==> src/rtl/crp_pkg.sv <==
package crp_pkg;

    // Array depth and fixed-point format
    localparam int MAX_POINTS    = 64;
    localparam int FRACTION_BITS = 16;
    localparam int MIN_POINTS    = 2;
    localparam int TAPS          = 4;

    // Field widths
    localparam int COORD_W = 32;
    localparam int TIME_W  = 24;
    localparam int CNT_W   = $clog2(MAX_POINTS + 1);
    localparam int ADDR_W  = $clog2(MAX_POINTS);
    localparam int STAT_W  = 2;

    // Internal widths
    localparam int U_W     = FRACTION_BITS + 1;                 // |u| < 1.0
    localparam int W_W     = FRACTION_BITS + 5;                 // blend weights
    localparam int IDX_W   = TIME_W - FRACTION_BITS + CNT_W + 2;
    localparam int MUL_B_W = (W_W > CNT_W + 1) ? W_W : CNT_W + 1;
    localparam int P_W     = COORD_W + MUL_B_W;
    localparam int ACC_W   = P_W + 2;
    localparam int TWO_ONE = 1 << (FRACTION_BITS + 1);

    // Stream packing
    localparam int S_DATA_W = ((3 * COORD_W + TIME_W + 7) / 8) * 8;
    localparam int M_DATA_W = ((3 * COORD_W + CNT_W + 7) / 8) * 8;

    localparam logic OP_APPEND = 1'b0;
    localparam logic OP_EVAL   = 1'b1;

    typedef enum logic [STAT_W-1:0] {
        STAT_OK   = 2'd0,
        STAT_FULL = 2'd1,
        STAT_FEW  = 2'd2
    } status_t;

    typedef enum logic [1:0] {
        COORD_X = 2'd0,
        COORD_Y = 2'd1,
        COORD_Z = 2'd2
    } coord_t;

    typedef struct packed {
        logic signed [COORD_W-1:0] z;
        logic signed [COORD_W-1:0] y;
        logic signed [COORD_W-1:0] x;
    } pt_t;

    typedef struct packed {
        logic   acc_clr;
        logic   acc_en;
        coord_t acc_sel;
    } mac_ctrl_t;

    typedef enum logic [3:0] {
        S_IDLE,
        S_SCALE,
        S_SPLIT,
        S_SQR,
        S_U2,
        S_U3,
        S_MUL,
        S_DRAIN,
        S_LOAD
    } state_t;

endpackage

==> src/rtl/crp_mac.sv <==
module crp_mac (
    input  logic                               aclk,
    input  logic                               aresetn,
    input  logic signed [crp_pkg::COORD_W-1:0] op_a,
    input  logic signed [crp_pkg::MUL_B_W-1:0] op_b,
    input  crp_pkg::mac_ctrl_t                 ctrl,
    output logic signed [crp_pkg::P_W-1:0]     prod,
    output logic signed [crp_pkg::ACC_W-1:0]   acc_x,
    output logic signed [crp_pkg::ACC_W-1:0]   acc_y,
    output logic signed [crp_pkg::ACC_W-1:0]   acc_z
);
    import crp_pkg::*;

    logic signed [P_W-1:0]   prod_reg;
    logic                    acc_en_reg;
    coord_t                  acc_sel_reg;
    logic signed [ACC_W-1:0] acc_x_reg;
    logic signed [ACC_W-1:0] acc_y_reg;
    logic signed [ACC_W-1:0] acc_z_reg;
    logic signed [ACC_W-1:0] prod_ext;

    always_ff @(posedge aclk) begin
        prod_reg    <= P_W'(op_a) * P_W'(op_b);
        acc_sel_reg <= ctrl.acc_sel;
    end

    // accumulate lags the multiply by the product register; acc_en is registered with it
    always_ff @(posedge aclk) begin
        if (!aresetn) begin
            acc_en_reg <= 1'b0;
        end else begin
            acc_en_reg <= ctrl.acc_en;
        end
    end

    assign prod_ext = ACC_W'(prod_reg);

    always_ff @(posedge aclk) begin
        if (ctrl.acc_clr) begin
            acc_x_reg <= '0;
            acc_y_reg <= '0;
            acc_z_reg <= '0;
        end else if (acc_en_reg) begin
            unique case (acc_sel_reg)
                COORD_X: acc_x_reg <= acc_x_reg + prod_ext;
                COORD_Y: acc_y_reg <= acc_y_reg + prod_ext;
                COORD_Z: acc_z_reg <= acc_z_reg + prod_ext;
                default: acc_x_reg <= acc_x_reg;
            endcase
        end
    end

    assign prod  = prod_reg;
    assign acc_x = acc_x_reg;
    assign acc_y = acc_y_reg;
    assign acc_z = acc_z_reg;

endmodule

==> config.mk <==
export PLATFORM = sky130hd
export DESIGN_NAME = crp_mac
export DESIGN_NICKNAME = d
export VERILOG_FILES = /design/src/rtl/crp_pkg.sv /design/src/rtl/crp_mac.sv
export SDC_FILE = /design/constraint.sdc
export NUM_CORES = 2
export LEC_CHECK = 0
export BUFFER_PORTS_ARGS = -buffer_cell sky130_fd_sc_hd__buf_2
export CAP_MARGIN = 30
export CORE_MARGIN = 2
export CORE_UTILIZATION = 35
export CTS_CLUSTER_SIZE = 24
export DETAILED_ROUTE_END_ITERATION = 6
export PLACE_DENSITY_LB_ADDON = 0.3
export SETUP_SLACK_MARGIN = 0.1
export SLEW_MARGIN = 20
export SYNTH_ARGS = -nofsm -noshare
export SYNTH_HDL_FRONTEND = slang
export SYNTH_SLANG_ARGS = --single-unit
export TNS_END_PERCENT = 20
==> constraint.sdc <==
create_clock -name aclk -period 9.18 [get_ports aclk]
set_clock_uncertainty 0.1 [all_clocks]
set_input_delay 1.377 -clock aclk [delete_from_list [all_inputs] [get_ports aclk]]
set_output_delay 1.377 -clock aclk [all_outputs]
set_load 0.01 [all_outputs]
==> reports/qor.txt <==
compound-cell area share of the yosys netlist = 0.138
drt drc = 0
final wirelength = 124000 microns
Crit path arrival time = 8.64 ns
Core Util, Final = 0.385
CP Capture Type = flop
Final Hold Fails = 0
DIE AREA = 116000 sq um
area post-placement = 42400 sq um
die width = 341 microns
fraction of registers with async set/reset = 0
H-tree levels = 1
Die Span Y = 341 microns
worst path required time = 9.52 ns
Post-synth top flop = dfxtp_1
clk slew on worst S/H paths = 0.06 ns
CTS tree = done
CTS Buf Count = 24
DRT antenna net count = 0
Core ar. = 112000 sq um
Mapped Cells = 4757
Final period util = 0.905
largest family of logic cells by synthesized area = adder cells
post-route setup TNS = 0 ns
RSZ-0062 raised after global routing = false
critical path's slowest cell = buf_2
gr ovfl total = 0
vias per inst = 5.13
WHS = 0.373 ns
most frequent cells in the layout = 809 x inv_1, 717 x nand2_1, 671 x fa_1, 322 x a21oi_1, 295 x ha_1
Initial DRC Count = 1875
Resized Gates After CTS = 0
status = complete, no violations
slew margin rel. = 0.417
Synth Net Count = 5782
share of layout cells above drive strength 1 = 0.0850
most common cell after layout, fill and taps aside = inv_1
antenna violations before repair = 11
I/O Buffers = 276
IO Pins = 277
Initial Utilization = 0.353
largest net degree at the start of global routing = 66
number of setup buffers added after CTS = 0
maximum clock path buffer count = 3
Layout area overhead = 8.97%
Yosys cell types = 95
# Max-Cap Violations = 0
crit-path max cell delay = 0.65 ns
worst min path class = reg -> reg
critical path's most frequent cell = fa_1
register area share after synthesis = 0.111
All-Layer GR Usage = 0.213
Synth Area per Inst = 8.34 sq um
HPWL after DPL = 102000 microns
startpoint class of the critical path = input port
Core Rows = 123
wire per inst = 19.5 microns
final std cell area, no fill = 43300 sq um
mux share of post-synthesis cell area = 0.00205
synthesized flop and latch total = 221
R2R setup slack = 4.75 ns
simple-gate area share of the yosys netlist = 0.177
Clock Sinks = 221
crit path kind = in -> reg
hold_buf cts = 0
worst-path fanout max = 32
Syn Std Cell Area = 39700 sq um
Post-synth EDFFs = 0
Setup Viol. Count Final = 0
total number of vias = 32.8k
first-pass GRT wire length = 195000 microns
CP Cell Sequence = buf_2, nand2_1, fa_1, fa_1, fa_1, inv_1, fa_1, fa_1, fa_1, inv_1, fa_1, inv_1, ha_1, nand4_1, or3_1, a21oi_1, o31ai_1, buf_4, a21oi_1, and4bb_1, nor3_1, a221oi_1, xnor2_1
final worst path period need = 8.31 ns
post-synthesis xor/xnor area fraction = 0.0397
fmax = 120 MHz
number of global-route vias before repair = 33.7k
DR pass1 iterations = 5
Clk Latency, worst-skew pair = 0.56 ns
Root Buffer = clkbuf_16
Final #Nets = 5890
final RePlAce weighted congestion = 0.933
actual slew at the worst max-slew pin = 0.875 ns
Final Max Slew Viols = 0
Synth Area in Adders = 0.431
Synth Warn # = 0
[cell usage after synthesis (all sizes together) (8+ instances only)]
cell type / n / share of area
xor2: 60 / 0.013
or4: 12 / 0.0024
o21a: 23 / 0.0044
a21o: 120 / 0.023
nor3: 45 / 0.0057
clkbuf: 225 / 0.021
nand2b: 32 / 0.0050
a31oi: 33 / 0.0052
and2: 295 / 0.046
xnor2: 120 / 0.026
inv: 809 / 0.077
nand2: 717 / 0.068
nor2b: 19 / 0.0030
buf: 22 / 0.0028
and3: 21 / 0.0033
o21ai: 119 / 0.015
and4: 8 / 0.0018
o31ai: 19 / 0.0036
a31o: 8 / 0.0018
a211oi: 41 / 0.0078
or3: 11 / 0.0017
a221oi: 9 / 0.0023
dfxtp: 221 / 0.11
o211ai: 18 / 0.0035
ha: 295 / 0.093
nand3: 65 / 0.0084
nor2: 164 / 0.016
a21boi: 13 / 0.0025
o21bai: 37 / 0.0070
fa: 671 / 0.34
nand4: 45 / 0.0071
a21oi: 323 / 0.041
[final timing paths]
check | startpoint | end | cells after the start
setup / recovery | op_b[7] | prod[50] | 23
hold reg to reg | acc_z[21] | acc_z[21] | 2
hold / removal | acc_z[21] | acc_z[21] | 2
setup reg to reg | prod[0] | acc_y[54] | 13
[layer usage]
| layer | share of wire | up-vias | GRT usage |
|---|---|---|---|
| met5 | 0.00061 | - | 0 |
| met4 | 0.023 | 12 | 0.0497 |
| met3 | 0.073 | 138 | 0.0359 |
| met2 | 0.46 | 984 | 0.351 |
| li1 | - | 15300 | - |
| met1 | 0.44 | 16300 | 0.291 |
[worst max-delay path, delay by kind of cell]
kind | cells | cell delay, ns
adder cells (fa/ha/maj) | 8 | 3.89
AND/OR/NAND/NOR | 5 | 1.48
XOR/XNOR | 1 | 0.15
AO/OA/AOI/OAI | 4 | 0.76
buffers and inverters | 5 | 0.95
[layout make-up]
cell class              instances  area [sq um]
fillers                     11600         69200
multi-input cells            3478         31300
flip-flops and latches        221          4420
inverters                     810          3040
well taps                    1500          1880
repair buffers                330          1790
clock buffers                  32           712
clock inverters                12           145
diodes                          2          5.00
[metrics by stage]
| stage | setup WS, ns | std cells |
|---|---|---|
| 5_1_grt | 0.537 | 6384 |
| 2_1_floorplan | 1.26 | 4757 |
| 3_3_place_gp | 0.358 | 6339 |
| 6_report | 0.873 | 6385 |
| 3_5_place_dp | 0.298 | 6339 |
| 4_1_cts | 0.890 | 6383 |
[logic make-up (layout without fill, tap and decap cells)]
group / after synthesis / after routing
compound gates: 848 / 848
other cells: 0 / 2
buf+inv: 1058 / 1184
simple gates: 1476 / 1476
xor+xnor: 180 / 180
flops: 221 / 221
fa+ha+maj: 966 / 966
mux: 8 / 8
Power is not shown: default switching activity piles up to over one toggle a cycle in this logic, so the estimate is an artifact.
